### config.mk
export PLATFORM = sky130hd
export DESIGN_NAME = fema_queue
export DESIGN_NICKNAME = d
export VERILOG_FILES = /design/src/rtl/fema_queue.sv
export SDC_FILE = /design/constraint.sdc
export NUM_CORES = 1
export LEC_CHECK = 0
export BUFFER_PORTS_ARGS = -buffer_cell sky130_fd_sc_hd__buf_2
export CAP_MARGIN = 20
export CORE_MARGIN = 4
export CORE_UTILIZATION = 45
export CTS_CLUSTER_SIZE = 10
export DETAILED_ROUTE_END_ITERATION = 6
export GPL_TIMING_DRIVEN = 0
export PLACE_DENSITY_LB_ADDON = 0.2
export SYNTH_ARGS = -nofsm -noshare
export SYNTH_HDL_FRONTEND = slang
export SYNTH_SLANG_ARGS = --single-unit
export TNS_END_PERCENT = 50
### constraint.sdc
create_clock -name clk -period 8 [get_ports clk]
set_input_delay 0.4 -clock clk [delete_from_list [all_inputs] [get_ports clk]]
set_output_delay 0.4 -clock clk [all_outputs]
set_load 0.1 [all_outputs]
### src/rtl/fema_queue.sv
// ----------------------------------------------------------------------------
// fema_queue
// Two-entry queue between the front and the back.
// ----------------------------------------------------------------------------
module fema_queue #(
  parameter int WIDTH = 64
) (
  input  logic             clk,
  input  logic             rst_n,
  input  logic             push,
  input  logic [WIDTH-1:0] push_data,
  output logic             full,
  input  logic             pop,
  output logic [WIDTH-1:0] pop_data,
  output logic             valid
);

  logic [WIDTH-1:0] store_r [2];
  logic             wr_ptr_r;
  logic             rd_ptr_r;
  logic [1:0]       count_r;
  logic             do_push;
  logic             do_pop;

  assign full     = (count_r == 2'd2);
  assign valid    = (count_r != 2'd0);
  assign do_push  = push && !full;
  assign do_pop   = pop && valid;
  assign pop_data = store_r[rd_ptr_r];

  always_ff @(posedge clk) begin
    if (!rst_n) begin
      wr_ptr_r <= 1'b0;
      rd_ptr_r <= 1'b0;
      count_r  <= 2'd0;
    end else begin
      if (do_push) begin
        wr_ptr_r <= !wr_ptr_r;
      end
      if (do_pop) begin
        rd_ptr_r <= !rd_ptr_r;
      end
      count_r <= count_r + 2'(do_push) - 2'(do_pop);
    end
  end

  always_ff @(posedge clk) begin
    if (do_push) begin
      store_r[wr_ptr_r] <= push_data;
    end
  end

endmodule

# == Word-level counts from Yosys, hierarchy flattened ==
# Memories as Yosys holds them, arrays and structs flattened. A register that Yosys moved wholly into a read port is not among the register bits.
# Index checks and enable logic that the tools add are counted.
# totals
regBits,4
mem_bits_rw,128
inputBits,68
output_inout_bits,66
word_cells,17
n_memories,1
# mem_list
memory,words,width,rd,rd_clocked_by_memory_dff,write_ports,line,source
store_r,2,64,1,1,1,18,logic [WIDTH-1:0] store_r [2];
# classes
add_sub_neg,2
eq_ne,1
muxes,4
n_reduce_logical,6
# ops
operator,n
2-to-1 mux 1 bit,4
zero test 1 bit,3
adder 2 x 1 -> 2 bit,1
"equality test 2 bit, second input constant",1
logical AND 1 bit,2
nonzero test 2 bit,1
subtractor 2 x 1 -> 2 bit,1

# == Depth between registers and ports, before layout ==
# logic_depth
ltp_word,5
ltp_mapped,8
depth_no_buf,8

# == Worst setup path after synthesis ==
# No wires, ideal clock.
# synth_timing
kind,register to register
start,register count_r[0]
end,"memory store_r[0][0], enable pin"
setup_time_ps,486
t_arrival_ps,3256
required_ps,7514
setup_slack_ps,4258
stages_incl_launch_ff,4
path_buffers,0
synth_period_minus_slack_ps,3742
cell_sequence,dfxtp_1 nand2b_1 nand2_1 nor2_1
# synth_via
elab_chain_cells,5
# synth_lines
element,line,source
start: declaration,21,logic [1:0] count_r;
start signal: assignment,43,count_r <= count_r + 2'(do_push) - 2'(do_pop);
equality test 2 bit,25,assign full = (count_r == 2'd2);
zero test 1 bit,27,assign do_push = push && !full;
logical AND 1 bit,27,
2-to-1 mux 1 bit,48,if (do_push) begin
2-to-1 mux 1 bit (not written as such),49,store_r[wr_ptr_r] <= push_data;
end: declaration,18,
# Every way passes these cells.

==> impl_results.md <==
* Outcome: finished, final reports clean
* Total of warnings raised by yosys at 0
* Inserted Diodes at 0
* Max cap viols at 0
* Die Span Y at 115 um
* DIE AREA at ~13000 um^2
* Fillers at 868
* Fin. Hold Viols at 0
* DRT Pass-1 Iters at 4
* Syn_nets at slightly below 300
* Layout cells sized above 1 at around three fifths
* Hold-fix buffers, CTS at 0
* Via-to-Cell Ratio at between 4 and 5
* Util after Layout at between 60% and 70%
* Worst-Margin Slew at about 0.89 ns
* Placed Area at just over 6000 um^2
* FMAX at approximately 0.47 GHz
* Worst hold path depth at 1
* Reg2Reg Setup Slack at between 6 and 7 ns
* Mean Syn Cell Area at around 23 um^2
* Register area share after synthesis at roughly three quarters
* Reg2reg path depth at 2
* RSZ-0062 raised after global routing: no
* Buf+Inv Stages, Crit Path at 3
* Cts bufs inserted at 17
* Mapped Cells at ~230
* Endpoint with the worst hold slack: store_r[0][18]$_DFFE_PP_
* Req. time, crit path at 7.60 ns
* Post-route cell area at between 6000 and 7000 um^2
* Fin crit share at between 20% and 30%
* Drt drc at 0
* Vias in the first global route at 2664
* Setup TNS at 0 ns
* Worst path cell trace: buf_6 > buf_12 > mux2_4 > buf_2
* Final ANT Viol Nets at 0
* Crit path launch type: flop
* WL final at about 8800 um
* Chip Width at approximately 120 um
* Reg2reg start: count_r[0]$_SDFF_PN0_
* Setup-failing EPs final at 0
* Root Buffer: clkbuf_16
* Overall routing resource usage at a little over an eighth
* CTS resizes at 0
* Worst-Skew Late Latency at around 0.40 ns
* Layout Nets at around 450
* # port buffers at roughly 130
* Post-synthesis cell type count at 18
* HPWL after detailed placement at a little under 6000 um
* Initial antenna violation count at 1
* Setup bufs post-CTS at 0
* First-pass GRT wire length at 13300 um
* Critical Path Slowest Stage Cell: dfxtp_1
* Htree depth at 4
* CTS Buffer Depth at 2
* Routability Congestion at between 0.6 and 0.7
* Pins over their slew limit at 0
* Synthesized cell area at 5150 um^2
* Register bit total from synthesis at 133
* Row cnt at 38
* CP endpoint kind: output port
* Slew margin rel. at roughly two fifths
* Most frequent cells in the layout: 133 x buf_2, 128 x edfxtp_1, 60 x mux2_4
* Total grt overflow at 0
* Commonest non-fill, non-tap cell in the layout: buf_2
* CP peak stage delay at between 0.3 and 0.4 ns
* Critical Path AT at ~1.7 ns
* Initial core utilization at between 40% and 50%
* R2r endpoint: store_r[1][62]$_DFFE_PP_
* CTS tree: done
* Clk sink count at ~130
* CP top delay family: buffers and inverters
* Avg WL per Cell at ~16 um
* Final worst path period need at around 2.1 ns
* Area grow syn2layout at 29.2%
* Pin count of the biggest net entering global routing at 65
* DRT iter0 DRCs at between 60 and 70
* Worst Hold Launch: push_data[18]
* CP max FO at 10
* CTS clk-pin slew, worst paths at ~0.06 ns
* Core footprint at 11000 um^2
* Worst Clk Skew at 0.00611 ns
* # IOs at around 130
* Hold Crit Class: in2reg
* Setup CP Type: reg2out
* Via count at between 2000 and 2500
-- synth_stat cells --
library cell	number	area share [%]
mux2i_1	1	0.19
xor2_1	1	0.17
inv_1	3	0.22
dfxtp_1	5	1.9
xnor2_1	2	0.34
and2_1	1	0.12
buf_6	1	0.22
buf_12	6	2.3
ha_1	2	0.49
and3_1	1	0.12
edfxtp_1	128	75
mux2_4	60	17
mux2_2	4	0.87
or2_2	1	0.12
nand2b_1	2	0.24
o21a_1	1	0.15
nand2_1	2	0.15
nor2_1	4	0.29
-- state kept, by name (all words and copies together), names as in the netlist, named ones only --
signal    cells
rd_ptr_r      1
count_r       2
wr_ptr_r      1
store_r     128
-- area by class of cell --
type                            count  area, um^2  area share (%)
Buffer                              7         131            1.97
Tap cell                          140         175            2.63
Clock inverter                     15         188            2.82
Timing Repair Buffer              135         706            10.6
Sequential cell                   133        3940            59.2
Clock buffer                       17         425            6.39
Inverter                            3        11.3           0.169
Multi-Input combinational cell     82        1080            16.2
-- layer usage --
layer	wire length (um)	track usage [%]
met3	634	5.74
met4	168	6.34
met5	12	0
met2	4530	22.5
met1	3430	15.7
-- logic make-up after synthesis --
kind of cell             share of synthesized area, %
multiplexers                                     18.5
flip-flops                                       76.5
AND/OR/NAND/NOR                                  1.04
adder cells (fa/ha/maj)                         0.485
XOR/XNOR                                        0.510
AO/OA/AOI/OAI                                   0.146
buffers and inverters                            2.77
-- worst max-delay path by stage --
| stage | from | endpoint | slack [ns] | cells past startpoint |
|---|---|---|---|---|
| 2_1_floorplan | count_r[0]$_SDFF_PN0_ | store_r[0][0]$_DFFE_PP_ | 4.26 | 3 |
| 5_1_grt | flop | pop_data[50] | 5.80 | 4 |
| 3_3_place_gp | count_r[0]$_SDFF_PN0_ | store_r[0][26]$_DFFE_PP_ | 2.61 | 3 |
| 6_report | flop | pop_data[39] | 5.88 | 4 |
| 4_1_cts | flop | pop_data[50] | 5.85 | 4 |
| 3_5_place_dp | count_r[0]$_SDFF_PN0_ | store_r[1][24]$_DFFE_PP_ | 6.22 | 2 |
-- through the flow --
| step | setup WS, ns | hold slack, ns | std cells |
|---|---|---|---|
| floorplan | 4.26 | 0.455 | 225 |
| global placement | 2.61 | 0.463 | 498 |
| detailed placement | 6.22 | 0.509 | 500 |
| CTS | 5.85 | 0.166 | 532 |
| global route | 5.80 | 0.160 | 532 |
| finish | 5.88 | 0.184 | 532 |
Power is not shown: default switching activity piles up to over one toggle a cycle in this logic, so the estimate is an artifact.
