[src/rtl/fema_pkg.sv]
// ----------------------------------------------------------------------------
// fema_pkg
// Shared types, constants and stream field positions for the stiffness
// matrix assembly engine.
// ----------------------------------------------------------------------------
package fema_pkg;

  // Defaults for the top-level parameters
  localparam int DEF_MAX_NODES  = 32;
  localparam int DEF_VALUE_BITS = 48;

  // Fixed field widths
  localparam int NODE_W     = 6;   // node number and node count
  localparam int IO_VALUE_W = 48;  // value width on the ports, Q23.24
  localparam int FRAC_BITS  = 24;

  // Stream widths
  localparam int IN_TDATA_W  = 64;
  localparam int IN_TUSER_W  = 2;
  localparam int OUT_TDATA_W = 48;
  localparam int OUT_TUSER_W = 1;

  // Input tdata field positions
  localparam int ROW_NODE_LSB = 0;
  localparam int ROW_AXIS_LSB = 6;
  localparam int COL_NODE_LSB = 7;
  localparam int COL_AXIS_LSB = 13;
  localparam int VALUE_LSB    = 14;

  typedef enum logic [1:0] {
    CMD_CLEAR     = 2'd0,
    CMD_ACCUM     = 2'd1,
    CMD_CONSTRAIN = 2'd2,
    CMD_READ      = 2'd3
  } cmd_t;

  // Classified command handed from the front to the back
  typedef struct packed {
    cmd_t cmd;
    logic row_ok;
    logic col_ok;
  } ctrl_t;

endpackage

[src/rtl/fema_front.sv]
// ----------------------------------------------------------------------------
// fema_front
// Hold the node count register, take input transfers, turn node/axis pairs
// into degree-of-freedom indices and check them against the active region.
// ----------------------------------------------------------------------------
module fema_front #(
  parameter int MAX_NODES = 32,
  parameter int DOF_BITS  = 6
) (
  input  logic                            clk,
  input  logic                            rst_n,
  input  logic                            cfg_wr_en,
  input  logic [fema_pkg::NODE_W-1:0]     cfg_wr_data,
  input  logic                            in_tvalid,
  output logic                            in_tready,
  input  logic [fema_pkg::IN_TDATA_W-1:0] in_tdata,
  input  logic [fema_pkg::IN_TUSER_W-1:0] in_tuser,
  input  logic                            q_full,
  output logic                            q_push,
  output fema_pkg::ctrl_t                 q_ctrl,
  output logic [DOF_BITS-1:0]             q_row_dof,
  output logic [DOF_BITS-1:0]             q_col_dof,
  output logic [fema_pkg::IO_VALUE_W-1:0] q_value,
  output logic [DOF_BITS:0]               q_span
);
  import fema_pkg::*;

  localparam int CW = (DOF_BITS > NODE_W) ? DOF_BITS + 1 : NODE_W + 1;
  localparam logic [CW-1:0] MAX_N = CW'(MAX_NODES);

  logic [NODE_W-1:0] node_count_r;
  logic [CW-1:0]     active;
  logic [NODE_W-1:0] row_node;
  logic [NODE_W-1:0] col_node;

  function automatic logic [DOF_BITS-1:0] to_dof(input logic [NODE_W-1:0] node,
                                                 input logic axis);
    logic [NODE_W-1:0] base;
    base = node - NODE_W'(1);
    return {(DOF_BITS-1)'(base), axis};
  endfunction

  always_ff @(posedge clk) begin
    if (!rst_n) begin
      node_count_r <= '0;
    end else if (cfg_wr_en) begin
      node_count_r <= cfg_wr_data;
    end
  end

  // Clamp the node count to what the store can hold
  assign active = (CW'(node_count_r) > MAX_N) ? MAX_N : CW'(node_count_r);

  assign row_node = in_tdata[ROW_NODE_LSB +: NODE_W];
  assign col_node = in_tdata[COL_NODE_LSB +: NODE_W];

  assign in_tready = !q_full;
  assign q_push    = in_tvalid && !q_full;

  always_comb begin
    q_ctrl.cmd    = cmd_t'(in_tuser);
    q_ctrl.row_ok = (row_node != '0) && (CW'(row_node) <= active);
    q_ctrl.col_ok = (col_node != '0) && (CW'(col_node) <= active);
  end

  assign q_row_dof = to_dof(row_node, in_tdata[ROW_AXIS_LSB]);
  assign q_col_dof = to_dof(col_node, in_tdata[COL_AXIS_LSB]);
  assign q_value   = in_tdata[VALUE_LSB +: IO_VALUE_W];
  assign q_span    = (DOF_BITS+1)'(active) << 1;

endmodule

[config.mk]
export PLATFORM = sky130hd
export DESIGN_NAME = fema_front
export DESIGN_NICKNAME = d
export VERILOG_FILES = /design/src/rtl/fema_pkg.sv /design/src/rtl/fema_front.sv
export SDC_FILE = /design/constraint.sdc
export NUM_CORES = 1
export LEC_CHECK = 0
export ABC_AREA = 1
export BUFFER_PORTS_ARGS = -buffer_cell sky130_fd_sc_hd__buf_2
export CAP_MARGIN = 10
export CORE_ASPECT_RATIO = 2
export CORE_MARGIN = 1.5
export CORE_UTILIZATION = 29
export CTS_BUF_LIST = sky130_fd_sc_hd__clkbuf_4
export DETAILED_ROUTE_END_ITERATION = 10
export PLACE_DENSITY_LB_ADDON = 0.25
export SLEW_MARGIN = 20
export SYNTH_ARGS = -nofsm -noshare
export SYNTH_HDL_FRONTEND = slang
export SYNTH_SLANG_ARGS = --single-unit
export TNS_END_PERCENT = 20
[constraint.sdc]
create_clock -name clk -period 1.3 [get_ports clk]
set_clock_uncertainty 0.15 [all_clocks]
set_input_delay 0.065 -clock clk [delete_from_list [all_inputs] [get_ports clk]]
set_output_delay 0.065 -clock clk [all_outputs]
set_load 0.1 [all_outputs]
Word-level counts from Yosys, hierarchy flattened
Index checks and enable logic that the tools add are counted.

word-level totals
  flip-flop bits (word level) = 6
  word-level logic and storage cells = 13
  input port bits = 77
  output and inout bits = 73

cells by class
  reductions and logical operators = 6
  mux-type cells = 1
  magnitude comparators = 3
  $add $sub $neg = 2

operator list
  operator             count
  $le 6x6->1           2
  $reduce_bool 6->1    2
  $sub 5x1->5 const B  2
  $gt 6x6->1 const B   1
  $mux 6               1
  $logic_and 1x1->1    3
  $logic_not 1->1      1

Longest topological paths before layout
  depth after elaboration = 4
  gate-level depth with buffers = 9
  depth with buffers taken out = 9

Least setup slack after synthesis
No wires, ideal clock.

  kind = flip-flop to output port
  start point = register node_count_r[0]
  end point = output port q_ctrl[0] in the netlist's numbering
  setup slack = -2.058 ns
  buffers on the path = 0
  data required time = 1.085 ns
  data arrival time = 3.143 ns
  stages on the path, launching flop included = 10
  cell sequence = dfxtp_1 inv_1 nor2_1 ha_1 inv_1 nand2_1 nand2_1 nand2_1 nand3_1 a21oi_2

RTL lines
  item                    RTL line          RTL
  start, declared         fema_front.sv:31  logic [NODE_W-1:0] node_count_r;
  start signal, assigned  fema_front.sv:47  node_count_r <= cfg_wr_data;
  end, declared           fema_front.sv:20  output fema_pkg::ctrl_t q_ctrl,

==> results.json <==
{
  "outcome": "finished, violations left",
  "violations": "negative setup slack",
  "syn_nets": 252,
  "rows": 32,
  "critPathKind": "reg -> out",
  "hpwl_um": 2235,
  "ys_top_cells_by_area": "buf_4, ha_1, dfxtp_1",
  "syn_area_sq_um": 1132,
  "synth_cell_type_count": 21,
  "final_area_sq_um": 2486,
  "diodes": 0,
  "place_congestion": 0.7172,
  "path_clk_slew_ns": 0.04,
  "top_register": "node_count_r",
  "numCtsBuffers": 3,
  "power_density_nw_per_um2": 910.9,
  "firstDrtPassIters": 4,
  "cts.path.max_buffers": 2,
  "ir_drop_mv": 0.6046,
  "layout_min_cycle_time_ns": 1.894,
  "drt_iter0_drc": 8,
  "initial_core_util": 0.2977,
  "drv_slew": 0,
  "rsz0062_at_grt": "yes",
  "clock.fmax_ghz": 0.5279,
  "cts.sinks": 6,
  "post-route-worst-setup-slack_ns": -0.5943,
  "grt_pass1_wl_um": 5168,
  "largestRegisters": "node_count_r (6)",
  "htreeDepth": 1,
  "vias_per_cell": 4.308,
  "synth_area_leader_cell": "buf_4",
  "cts_root_buf": "clkbuf_4",
  "intPower_mw": 0.8603,
  "worst_pin_slew_ns": 0.9913,
  "synth.ff_latch_count": 6,
  "nets": 331,
  "grt_pass1_vias": 1259,
  "grtUsageTotal": 0.1595,
  "overflow": 0,
  "die_h_um": 91.37,
  "synth_seq_area_share": 0.1061,
  "switching_share": 0.6201,
  "cap_violations": 0,
  "largest_reg_flops": 6,
  "slew_headroom": 0.3420,
  "boundaryPins": 150,
  "fp.dieW_um": 47.19,
  "die_area_sq_um": 4311,
  "yosysWarnings": 0,
  "routed_wl_um": 3630,
  "p_switching_mw": 1.404,
  "syn_avg_cell_area_sq_um": 7.033,
  "area_delta_synth_final_pct": 119.6,
  "cts_tree": "done",
  "final_layout_size_suffix_gt1_frac": 0.5042,
  "end_kind": "output pin",
  "antenna_found_initial": 0,
  "core_region_area_sq_um": 3804,
  "portBuffers": 42,
  "hold_viol": 0,
  "postRouteAntennaNets": 0,
  "num-fill-cells": 295,
  "vias": 1245,
  "p_leak_nw": 1.557,
  "drc": 0,
  "dpl_cell_area_sq_um": 1514,
  "wl_per_cell_um": 12.56,
  "crit_arrival_ns": 1.68,
  "finalSetupViolCount": 6,
  "clkPwrFrac": 0.074,
  "cp_max_fo": 7,
  "combinationalPowerShare": 0.833,
  "p_total_mw": 2.265,
  "critPathLaunchType": "register",
  "seqPwrFrac": 0.094,
  "hold_path_class": "in -> out",
  "required_ns": 1.09,
  "syn_inst": 161,
  "clk_latency_ns": 0.24,
  "fin_crit_sh": 1.457,
  "synth.top_cell.area_share": 0.3514,
  "final_core_util": 0.6536,
  "grt_start_max_net_pins": 9
}
## cell usage in the layout (no fill, tap or decap), drive strengths merged
cell type	Yosys	final
dlygate4sd3	0	8
clkbuf	1	3
a21oi	6	6
nor2	13	13
clkinvlp	0	1
nand3	6	6
inv	25	24
nor3	3	3
ha	14	14
dfxtp	6	6
xnor2	2	2
buf	53	68
dlymetal6s4s	0	52
conb	1	1
xor2	4	4
o21ai	6	6
nand2	21	21
## logic make-up after synthesis
group | Yosys count | share of synthesized area
buffers and inverters | 79 | 0.4376
and+or+nand+nor | 43 | 0.1923
adders and majority gates | 14 | 0.1547
AOI/OAI and AO/OA | 12 | 0.05967
xor gates and xnor gates | 6 | 0.04641
DFF | 6 | 0.1061
other | 1 | 0.003312
## path summary, 6_finish.rpt
path              depth (start not counted)  slack (ns)            start              end
setup / recovery                          8       -0.59  node_count_r[5]        q_ctrl[1]
hold / removal                            3        0.37           q_full        in_tready
setup reg to reg                          3        0.41  node_count_r[5]  node_count_r[5]
hold reg to reg                           2        0.41  node_count_r[3]  node_count_r[3]
## worst max-delay path, stage by stage (launching register included)
cell	delay, ns
dfxtp_4	0.37
inv_8	0.06
buf_4	0.14
ha_4	0.28
nand2_4	0.05
nor2_4	0.10
nand3_2	0.10
a21oi_4	0.15
buf_12	0.19
## power groups by stage
stage	Clock [mW]	Sequential, mW	Combinational [mW]
floorplan	0	0.206	1.38
global placement	0	0.206	0.976
detailed placement	0	0.207	0.986
CTS	0.172	0.211	1.85
global route	0.188	0.213	1.95
finish	0.167	0.212	1.89
## area by class of cell
class | count | area (sq um) | share of cell area
Inverter | 25 | 105.1 | 0.04227
Tap cell | 51 | 63.81 | 0.02567
Clock buffer | 3 | 22.52 | 0.009059
Timing Repair Buffer | 128 | 1380 | 0.5551
Sequential cell | 6 | 123.9 | 0.04982
Multi-Input combinational cell | 76 | 790.8 | 0.3181
## what timing repair did
item | 4_1_cts | 5_1_grt
pin swaps | 11 | 1
setup endpoints to repair | 7 | 61
setup buffers | 5 | 0
hold buffers | 60 | 0
resized for setup | 32 | 55
hold endpoints to repair | 58 | 0
## through the flow
stage	setup WS (ns)	hold WS [ns]	cells	setup TNS, ns
3_5_place_dp	-0.5037	-0.01932	221	-0.9846
2_1_floorplan	-0.8582	0.04991	161	-7.115
3_3_place_gp	-0.4478	-0.01932	221	-0.8879
4_1_cts	-0.5850	0.3756	289	-10.07
6_report	-0.5943	0.3730	289	-1.674
5_1_grt	-0.6837	0.4041	289	-2.034
## cells in the mapped netlist, drive strengths merged
cell type  number
inv            25
buf            53
nand2          21
xnor2           2
o21ai           6
ha             14
a21oi           6
conb            1
dfxtp           6
nor2           13
clkbuf          1
xor2            4
nand3           6
nor3            3
## per-layer routing
metal | share of wire | vias to the layer above | global-route usage
met5 | 0 | - | 0
li1 | - | 591 | -
met2 | 0.65 | 84 | 0.3413
met3 | 0.069 | 2 | 0.005964
met1 | 0.28 | 568 | 0.1380
met4 | 0.0022 | 0 | 0.03472
(Power assumes the default switching activity.)
