--- config.mk ---
export PLATFORM = sky130hd
export DESIGN_NAME = fema_back
export DESIGN_NICKNAME = d
export VERILOG_FILES = /design/src/rtl/fema_pkg.sv /design/src/rtl/fema_back.sv
export SDC_FILE = /design/constraint.sdc
export NUM_CORES = 1
export LEC_CHECK = 0
export ABC_AREA = 1
export BUFFER_PORTS_ARGS = -buffer_cell sky130_fd_sc_hd__clkbuf_2
export CORE_MARGIN = 2
export CORE_UTILIZATION = 51
export CTS_CLUSTER_SIZE = 16
export DETAILED_ROUTE_END_ITERATION = 7
export HOLD_SLACK_MARGIN = 0.03
export PLACE_DENSITY_LB_ADDON = 0.15
export SYNTH_ARGS = -nofsm -noshare
export SYNTH_HDL_FRONTEND = slang
export SYNTH_SLANG_ARGS = --single-unit
--- constraint.sdc ---
create_clock -name clk -period 3.1 [get_ports clk]
set_clock_uncertainty 0.1 [all_clocks]
set_input_delay 0.465 -clock clk [delete_from_list [all_inputs] [get_ports clk]]
set_output_delay 0.465 -clock clk [all_outputs]
set_load 0.005 [all_outputs]
--- src/rtl/fema_pkg.sv ---
// ----------------------------------------------------------------------------
// fema_pkg
// Shared types, constants and stream field positions for the stiffness
// matrix assembly engine.
// ----------------------------------------------------------------------------
package fema_pkg;

  // Defaults for the top-level parameters
  localparam int DEF_MAX_NODES  = 32;
  localparam int DEF_VALUE_BITS = 48;

  // Fixed field widths
  localparam int NODE_W     = 6;   // node number and node count
  localparam int IO_VALUE_W = 48;  // value width on the ports, Q23.24
  localparam int FRAC_BITS  = 24;

  // Stream widths
  localparam int IN_TDATA_W  = 64;
  localparam int IN_TUSER_W  = 2;
  localparam int OUT_TDATA_W = 48;
  localparam int OUT_TUSER_W = 1;

  // Input tdata field positions
  localparam int ROW_NODE_LSB = 0;
  localparam int ROW_AXIS_LSB = 6;
  localparam int COL_NODE_LSB = 7;
  localparam int COL_AXIS_LSB = 13;
  localparam int VALUE_LSB    = 14;

  typedef enum logic [1:0] {
    CMD_CLEAR     = 2'd0,
    CMD_ACCUM     = 2'd1,
    CMD_CONSTRAIN = 2'd2,
    CMD_READ      = 2'd3
  } cmd_t;

  // Classified command handed from the front to the back
  typedef struct packed {
    cmd_t cmd;
    logic row_ok;
    logic col_ok;
  } ctrl_t;

endpackage

--- src/rtl/fema_back.sv ---
// ----------------------------------------------------------------------------
// fema_back
// Sequence one command at a time against the matrix store: sweep for clear
// and constrain, read-modify-write for accumulate, read for read, then hand
// the result to the output register.
// ----------------------------------------------------------------------------
module fema_back #(
  parameter int DOF_BITS   = 6,
  parameter int VALUE_BITS = 48
) (
  input  logic                             clk,
  input  logic                             rst_n,
  input  logic                             q_valid,
  output logic                             q_pop,
  input  fema_pkg::ctrl_t                  q_ctrl,
  input  logic [DOF_BITS-1:0]              q_row_dof,
  input  logic [DOF_BITS-1:0]              q_col_dof,
  input  logic [fema_pkg::IO_VALUE_W-1:0]  q_value,
  input  logic [DOF_BITS:0]                q_span,
  output logic                             ram_we,
  output logic [2*DOF_BITS-1:0]            ram_waddr,
  output logic [VALUE_BITS-1:0]            ram_wdata,
  output logic                             ram_re,
  output logic [2*DOF_BITS-1:0]            ram_raddr,
  input  logic [VALUE_BITS-1:0]            ram_rdata,
  output logic                             out_tvalid,
  input  logic                             out_tready,
  output logic [fema_pkg::OUT_TDATA_W-1:0] out_tdata,
  output logic [fema_pkg::OUT_TUSER_W-1:0] out_tuser
);
  import fema_pkg::*;

  localparam int SUM_W = ((VALUE_BITS > IO_VALUE_W) ? VALUE_BITS : IO_VALUE_W) + 1;
  localparam logic signed [SUM_W-1:0] VAL_MAX =
    {{(SUM_W-VALUE_BITS+1){1'b0}}, {(VALUE_BITS-1){1'b1}}};
  localparam logic signed [SUM_W-1:0] VAL_MIN = ~VAL_MAX;
  localparam logic signed [SUM_W-1:0] RD_MAX =
    {{(SUM_W-IO_VALUE_W+1){1'b0}}, {(IO_VALUE_W-1){1'b1}}};
  localparam logic signed [SUM_W-1:0] RD_MIN = ~RD_MAX;
  localparam logic [VALUE_BITS-1:0] ONE_VAL = (VALUE_BITS > FRAC_BITS + 1) ?
    VALUE_BITS'(64'd1 << FRAC_BITS) : {1'b0, {(VALUE_BITS-1){1'b1}}};

  typedef enum logic [2:0] {
    S_IDLE,
    S_CLEAR,
    S_CON,
    S_CON_DIAG,
    S_ACC_WB,
    S_RD_WB,
    S_DONE
  } state_t;

  state_t                  state_r, state_nxt;
  ctrl_t                   ctrl_r, ctrl_nxt;
  logic [DOF_BITS-1:0]     row_r, row_nxt;
  logic [DOF_BITS-1:0]     col_r, col_nxt;
  logic [IO_VALUE_W-1:0]   val_r, val_nxt;
  logic [DOF_BITS:0]       span_r, span_nxt;
  logic [DOF_BITS-1:0]     cnt_a_r, cnt_a_nxt;
  logic [DOF_BITS-1:0]     cnt_b_r, cnt_b_nxt;
  logic                    phase_r, phase_nxt;
  logic [IO_VALUE_W-1:0]   res_val_r, res_val_nxt;
  logic                    res_sat_r, res_sat_nxt;
  logic                    out_valid_r, out_valid_nxt;
  logic [IO_VALUE_W-1:0]   out_data_r, out_data_nxt;
  logic                    out_sat_r, out_sat_nxt;

  logic signed [SUM_W-1:0] sum;
  logic signed [SUM_W-1:0] rd_ext;
  logic signed [SUM_W-1:0] rd_clamped;
  logic [VALUE_BITS-1:0]   sum_clamped;
  logic                    sum_sat;
  logic                    a_last;
  logic                    b_last;
  logic                    slot_free;

  // Saturating accumulate of the stored entry and the incoming value
  always_comb begin
    sum = SUM_W'($signed(ram_rdata)) + SUM_W'($signed(val_r));
    sum_sat = 1'b0;
    sum_clamped = sum[VALUE_BITS-1:0];
    if (sum > VAL_MAX) begin
      sum_sat     = 1'b1;
      sum_clamped = VAL_MAX[VALUE_BITS-1:0];
    end else if (sum < VAL_MIN) begin
      sum_sat     = 1'b1;
      sum_clamped = VAL_MIN[VALUE_BITS-1:0];
    end
  end

  // Narrow a stored value to the port range
  always_comb begin
    rd_ext = SUM_W'($signed(ram_rdata));
    if (rd_ext > RD_MAX) begin
      rd_clamped = RD_MAX;
    end else if (rd_ext < RD_MIN) begin
      rd_clamped = RD_MIN;
    end else begin
      rd_clamped = rd_ext;
    end
  end

  assign a_last    = ({1'b0, cnt_a_r} == span_r - 1'b1);
  assign b_last    = ({1'b0, cnt_b_r} == span_r - 1'b1);
  assign slot_free = !out_valid_r || out_tready;

  always_comb begin
    state_nxt     = state_r;
    ctrl_nxt      = ctrl_r;
    row_nxt       = row_r;
    col_nxt       = col_r;
    val_nxt       = val_r;
    span_nxt      = span_r;
    cnt_a_nxt     = cnt_a_r;
    cnt_b_nxt     = cnt_b_r;
    phase_nxt     = phase_r;
    res_val_nxt   = res_val_r;
    res_sat_nxt   = res_sat_r;
    out_valid_nxt = out_valid_r && !out_tready;
    out_data_nxt  = out_data_r;
    out_sat_nxt   = out_sat_r;
    q_pop         = 1'b0;
    ram_we        = 1'b0;
    ram_waddr     = {row_r, col_r};
    ram_wdata     = '0;
    ram_re        = 1'b0;
    ram_raddr     = {q_row_dof, q_col_dof};

    unique case (state_r)
      S_IDLE: begin
        if (q_valid) begin
          q_pop       = 1'b1;
          ctrl_nxt    = q_ctrl;
          row_nxt     = q_row_dof;
          col_nxt     = q_col_dof;
          val_nxt     = q_value;
          span_nxt    = q_span;
          cnt_a_nxt   = '0;
          cnt_b_nxt   = '0;
          phase_nxt   = 1'b0;
          res_val_nxt = '0;
          res_sat_nxt = 1'b0;
          state_nxt   = S_DONE;
          unique case (q_ctrl.cmd)
            CMD_CLEAR: begin
              if (q_span != '0) begin
                state_nxt = S_CLEAR;
              end
            end
            CMD_ACCUM: begin
              if (q_ctrl.row_ok && q_ctrl.col_ok) begin
                ram_re    = 1'b1;
                state_nxt = S_ACC_WB;
              end
            end
            CMD_CONSTRAIN: begin
              if (q_ctrl.row_ok) begin
                state_nxt = S_CON;
              end
            end
            CMD_READ: begin
              if (q_ctrl.row_ok && q_ctrl.col_ok) begin
                ram_re    = 1'b1;
                state_nxt = S_RD_WB;
              end
            end
          endcase
        end
      end
      S_CLEAR: begin
        // Zero the active region row by row
        ram_we    = 1'b1;
        ram_waddr = {cnt_a_r, cnt_b_r};
        if (b_last) begin
          cnt_b_nxt = '0;
          if (a_last) begin
            state_nxt = S_DONE;
          end else begin
            cnt_a_nxt = cnt_a_r + 1'b1;
          end
        end else begin
          cnt_b_nxt = cnt_b_r + 1'b1;
        end
      end
      S_CON: begin
        // Alternate between the row entry and the column entry
        ram_we    = 1'b1;
        ram_waddr = phase_r ? {cnt_a_r, row_r} : {row_r, cnt_a_r};
        phase_nxt = !phase_r;
        if (phase_r) begin
          if (a_last) begin
            state_nxt = S_CON_DIAG;
          end else begin
            cnt_a_nxt = cnt_a_r + 1'b1;
          end
        end
      end
      S_CON_DIAG: begin
        ram_we    = 1'b1;
        ram_waddr = {row_r, row_r};
        ram_wdata = ONE_VAL;
        state_nxt = S_DONE;
      end
      S_ACC_WB: begin
        ram_we      = 1'b1;
        ram_wdata   = sum_clamped;
        res_sat_nxt = sum_sat;
        state_nxt   = S_DONE;
      end
      S_RD_WB: begin
        res_val_nxt = rd_clamped[IO_VALUE_W-1:0];
        state_nxt   = S_DONE;
      end
      S_DONE: begin
        if (slot_free) begin
          out_valid_nxt = 1'b1;
          out_data_nxt  = res_val_r;
          out_sat_nxt   = res_sat_r;
          state_nxt     = S_IDLE;
        end
      end
      default: begin
        state_nxt = S_IDLE;
      end
    endcase
  end

  always_ff @(posedge clk) begin
    if (!rst_n) begin
      state_r     <= S_IDLE;
      out_valid_r <= 1'b0;
    end else begin
      state_r     <= state_nxt;
      out_valid_r <= out_valid_nxt;
    end
    ctrl_r     <= ctrl_nxt;
    row_r      <= row_nxt;
    col_r      <= col_nxt;
    val_r      <= val_nxt;
    span_r     <= span_nxt;
    cnt_a_r    <= cnt_a_nxt;
    cnt_b_r    <= cnt_b_nxt;
    phase_r    <= phase_nxt;
    res_val_r  <= res_val_nxt;
    res_sat_r  <= res_sat_nxt;
    out_data_r <= out_data_nxt;
    out_sat_r  <= out_sat_nxt;
  end

  assign out_tvalid = out_valid_r;
  assign out_tdata  = out_data_r;
  assign out_tuser  = out_sat_r;

endmodule

* Yosys cells after proc, flatten, opt, wreduce, memory -nomap -nowiden *
Index checks and enable logic that the tools add are counted.

word-level totals
  bits in registers = 182
  input port bits = 123
  output and inout bits = 125
  logic and storage cells = 105

operators by class
  $add $sub $neg = 4
  magnitude comparators = 4
  equal/unequal tests = 17
  mux-type cells = 42
  reduce and logical (&&, ||, !) cells = 25

operators with widths
  operator                number
  $mux W48                5
  $pmux W48 S2            2
  $add A48 B48 Y49        1
  $gt A49 B48 Y1 const B  1
  $lt A49 B48 Y1 const B  1
  $gt A48 B48 Y1 const B  1
  $lt A48 B48 Y1 const B  1
  $pmux W12 S3            1
  $mux W6                 5
  $mux W3                 8
  $pmux W6 S3             1
  $pmux W3 S5             1
  $eq A6 B7 Y1            2
  $add A6 B1 Y6 const B   2
  $mux W1                 12
  $mux W12                1
  $ne A2 B2 Y1 const B    6
  $pmux W3 S4             1
  $pmux W6 S2             1
  $reduce_and A2 Y1       6
  $eq A3 B3 Y1 const B    3
  $reduce_bool A2 Y1      4
  $reduce_bool A7 Y1      1
  $sub A7 B1 Y7 const B   1
  other kinds (17)        24

* Longest topological paths before layout *
  depth in word-level cells = 5
  gate-level depth with buffers = 24

* Least setup slack after synthesis *
Ideal clock, no wire load.

  path kind = input -> output
  start point = input port ram_rdata[0]
  end point = output port ram_wdata[11]
  data arrival time = 2.755 ns
  required time = 2.535 ns
  path slack = -0.220 ns
  cell stages on the path = 24
  cell sequence = ha_1 inv_1 fa_1 inv_1 nand3_1 nand2_1 nand2_1 nand2_1 nand2_1 nand2_2 nand2_2 nand2_2 nand2_1 nand2_1 nand2_1 nor2_1 nand3_1 nor2_1 nand4_1 nand2_1 nand2_2 buf_6 buf_6 a21oi_2

between the ends
  longest elaborated chain between the ends = 5

ends and longest elaborated chain
  what                RTL line          RTL
  start: declaration  fema_back.sv:25   input logic [VALUE_BITS-1:0] ram_rdata,
  $add A48 B48 Y49 *  fema_back.sv:79   sum = SUM_W'($signed(ram_rdata)) + SUM_W'($signed(val_r));
  $lt A49 B48 Y1      fema_back.sv:85   end else if (sum < VAL_MIN) begin
  $mux W48            fema_back.sv:85
  $mux W48 *          fema_back.sv:82   if (sum > VAL_MAX) begin
  $pmux W48 S2 *      fema_back.sv:129  unique case (state_r)
  end: declaration    fema_back.sv:22   output logic [VALUE_BITS-1:0] ram_wdata,

Every way passes the cells marked *; elsewhere a longest branch is shown, timed or not.

* Worst setup path in the final report *
  start point = register val_r[11]
  end point = output port ram_wdata[23]

between the ends
  longest elaborated chain between the ends = 5

ends and longest elaborated chain
  what                      RTL line          RTL
  start: declaration        fema_back.sv:57   logic [IO_VALUE_W-1:0] val_r, val_nxt;
  start signal: assignment  fema_back.sv:239  val_r <= val_nxt;
  $add A48 B48 Y49 *        fema_back.sv:79
  $lt A49 B48 Y1            fema_back.sv:85
  $mux W48                  fema_back.sv:85
  $mux W48 *                fema_back.sv:82
  $pmux W48 S2 *            fema_back.sv:129

Marked as above.

==> summary.md <==
| Metric | Value |
|---|---|
| Clock Path Buffers | `2` |
| Post-route DRC | `0` |
| P per Cell Area | `between 700 and 800 nW/um^2` |
| Vias in the first global route | `approximately 12000` |
| Setup Viol. Count Final | `between 40 and 50` |
| Nets | `2293` |
| First-pass GRT wire length | `about 58 mm` |
| Nature of the critical path startpoint | `flop` |
| Start of the worst register-to-register path | `val_r[11]` |
| CTS Buf Count | `17` |
| Ports | `248` |
| Failing checks | `setup timing` |
| RSZ-0062 raised after global routing | `true` |
| Routed WL | `around 38 mm` |
| Post-Synth Simple-Gate Area | `0.3014` |
| Total number of vias | `12210` |
| Top post-synthesis cells by area | `edfxtp_1 44%, nand2_1 17%, inv_1 10%, nor2_1 5.6%, ha_1 5.2%` |
| Mux cell area share after synthesis | `0` |
| Fraction of the mapped netlist area in adder cells | `0.05413` |
| Cell mode on critical path | `nand2_1` |
| Largest net degree at the start of global routing | `between 40 and 50` |
| Final worst path period share | `1.299` |
| Setup WS pre-CTS | `-0.8938 ns` |
| VDD IR max | `0.5030 mV` |
| MaxCap Viol Count | `0` |
| Cell Rows | `56` |
| Initial cell density of the core | `0.5180` |
| Worst setup path start | `val_r[11]` |
| Main combinational cell family by area after synthesis | `simple AND/OR/NAND/NOR gates` |
| Leakage | `0.008672 uW` |
| WL per Instance | `~16 um` |
| Critical path type | `reg -> out` |
| ANT nets after route | `0` |
| Die Width | `roughly 160 um` |
| Fraction of the yosys area taken by sequential cells | `0.4462` |
| Layout area overhead | `39.80%` |
| Max incr delay on CP | `roughly 0.42 ns` |
| DP Area | `approximately 15000 um^2` |
| WP data arrival | `~3.5 ns` |
| Post-route cell area | `roughly 17000 um^2` |
| Drt first pass iters | `6` |
| Layout cells sized above 1 | `0.3365` |
| Syn_nets | `roughly 1800` |
| Fillers | `roughly 1900` |
| R2R cell count | `23` |
| Full die area | `~25000 um^2` |
| Hold-fix buffers, CTS | `0` |
| Critical-path cell list | `ha_4 -> nand2_1 -> inv_1 -> nand2_1 -> nand2_1 -> inv_1 -> nand2_1 -> inv_1 -> nand2_2 -> nand2_1 -> nand2_1 -> nand2_1 -> nor2_1 -> nand2_1 -> nor2_1 -> nand2_1 -> nor2_2 -> nand4_1 -> nand2_2 -> nand2_8 -> buf_8 -> a21oi_2 -> clkbuf_2` |
| Initial antenna violation count | `0` |
| Post-layout min period | `roughly 4 ns` |
| Hold WC Path Type | `in -> reg` |
| Fmax | `around 250 MHz` |
| Flop-to-flop setup slack | `-0.05 ns` |
| Critical-path maximum fanout | `9` |
| Worst setup margin | `-0.9264 ns` |
| Pins Over Slew Limit | `0` |
| Die Y | `158.4 um` |
| Worst slew margin | `0.5072` |
| Synth Area in Compound Gates | `0.07060` |
| Ant. Diodes | `0` |
| Clock slew at reported path FFs | `roughly 0.080 ns` |
| Post-synth top area share | `0.4396` |
| Core area | `around 23000 um^2` |
| Worst setup path end | `ram_wdata[23]` |
| GR Overflow Total | `0` |
| GP Congestion | `0.9863` |
| Post-Syn Area | `~12000 um^2` |
| Slowest-stage cell, CP | `edfxtp_1` |
| Util after Layout | `0.7241` |
| Footprint of the multi-input gates | `6180 um^2` |
| Root buf cell | `clkbuf_16` |
| Worst Setup End Kind | `primary output` |
| Actual slew at the worst max-slew pin | `about 0.74 ns` |
| Port buffer count | `approximately 250` |
| Worst-Skew Late Latency | `between 0.4 and 0.5 ns` |
| Post-synthesis cell type count | `39` |
| Reg-to-reg endpoint | `res_sat_r` |
| Cells after Synth | `1647` |
| Register area | `around 5400 um^2` |
| DP HPWL | `between 30 and 40 mm` |
| Flops & latches, synth | `~180` |
| Initial DRC Count | `902` |
| CP required | `2.53 ns` |
| Clock sinks | `approximately 180` |
| Synth Warn # | `0` |
| Fin. Hold Viols | `0` |
| Xor and xnor fraction of the mapped netlist area | `0.01009` |
| Tot GR Track Use | `0.3054` |
| CTS tree | `built` |
| Outcome | `complete, but fails checks` |
| CTS H-tree depth | `4` |
| Mean area per synthesized cell | `7.382 um^2` |
| Cell taking the most area after synthesis | `edfxtp_1` |
| Vias per cell | `around 5` |
| Overall power | `around 13000 uW` |
==> worst max-delay path: cells and delay by family (launching register included) <==
kind,cells,cell delay [ns]
AND/OR/NAND/NOR,16,1.58
buffers and inverters,5,0.50
flip-flops,1,0.42
adder cells (fa/ha/maj),1,0.31
AO/OA/AOI/OAI,1,0.16
==> logic make-up after synthesis <==
family | count (synthesis)
AND/OR/NAND/NOR | 900
buffers and inverters | 361
flip-flops | 182
AO/OA/AOI/OAI | 138
adder cells (fa/ha/maj) | 52
XOR/XNOR | 14
==> synthesized netlist by cell type <==
library cell,count
o22ai_1,1
nand4_1,30
o2111ai_1,5
buf_6,3
a21oi_1,71
clkbuf_1,16
inv_1,326
or2_2,2
edfxtp_1,178
o21bai_1,6
nor2_2,6
o21a_1,3
nor3_2,1
o211ai_1,6
buf_4,13
and3b_1,1
nand2_2,7
fa_1,1
nor4_1,2
and2_1,2
ha_1,51
a21oi_2,20
clkinv_1,1
xnor2_1,6
xor2_1,8
nand2_1,563
a21o_1,1
dfxtp_1,4
buf_2,2
a31oi_1,3
nand3b_1,5
o21ai_0,15
nor2_1,180
o21bai_4,1
nand3_2,1
nor3b_1,1
nand3_1,89
a22oi_1,6
nor3_1,10
==> layout by cell type (no fill, tap or decap), drive strengths merged <==
cell       n
a21o       1
a21oi     91
a22oi      6
a31oi      3
and2       2
and3b      1
buf      258
bufinv     2
clkbuf   245
clkinv     5
dfxtp      4
edfxtp   178
fa         1
ha        51
inv      335
nand2    570
nand3     90
nand3b     5
nand4     30
nor2     186
nor3      11
nor3b      1
nor4       2
o2111ai    5
o211ai     6
o21a       3
o21ai     15
o21bai     7
o22ai      1
or2        2
xnor2      6
xor2       8
==> layer usage <==
metal / up-vias / GRT usage / wire [um]
met3: 79 / 0.05797 / 2737
met4: 0 / 0.1008 / 1070
met2: 430 / 0.5190 / 18070
met1: 5567 / 0.3932 / 16370
li1: 6138 / - / -
met5: - / 0 / 0
==> stage by stage <==
step	std cells	TNS, ns	hold WS [ns]
3_5_place_dp	2395	-37.24	0.3045
5_1_grt	2450	-51.69	0.06603
2_1_floorplan	1647	-2.986	0.3003
3_3_place_gp	2395	-40.51	0.3002
6_report	2450	-41.62	0.08350
4_1_cts	2446	-38.09	0.07286
==> sequential cells by signal, indices dropped and copies added, names as in the netlist <==
signal	cells
val_r	48
span_r	7
res_sat_r	1
out_tuser	1
state_r	3
phase_r	1
col_r	6
cnt_b_r	6
cnt_a_r	6
row_r	6
out_tvalid	1
out_tdata	48
res_val_r	48
==> repair_timing <==
action	4_1_cts	5_1_grt
setup buffers	19	3
endpoints found under the setup margin	49	51
resized for setup	114	76
gates cloned	0	1
pin swaps	23	14
==> report_power, final <==
part | leakage, uW | internal [uW] | switching [uW]
Sequential | 0.00172 | 3560 | 317
Combinational | 0.00664 | 2760 | 4090
Clock | 0.000315 | 1260 | 1150
==> worst min-delay path by stage <==
stage / start / end / slack (ns) / depth (start not counted)
floorplan: res_val_r[0] / out_tdata[0] / 0.30 / 0
global placement: res_val_r[46] / out_tdata[46] / 0.30 / 0
detailed placement: res_val_r[21] / out_tdata[21] / 0.30 / 0
CTS: q_value[35] / val_r[35] / 0.07 / 1
global route: q_value[35] / val_r[35] / 0.07 / 1
finish: q_value[35] / val_r[35] / 0.08 / 1
==> area by class of cell <==
class / count / share of cell area
Tap cell: 319 / 0.02348
Clock inverter: 15 / 0.01303
Inverter: 327 / 0.07222
Sequential cell: 182 / 0.3192
Timing Repair Buffer: 486 / 0.1835
Clock buffer: 17 / 0.02503
Multi-Input combinational cell: 1104 / 0.3636
Note: power is estimated with default switching activity, not from simulation.
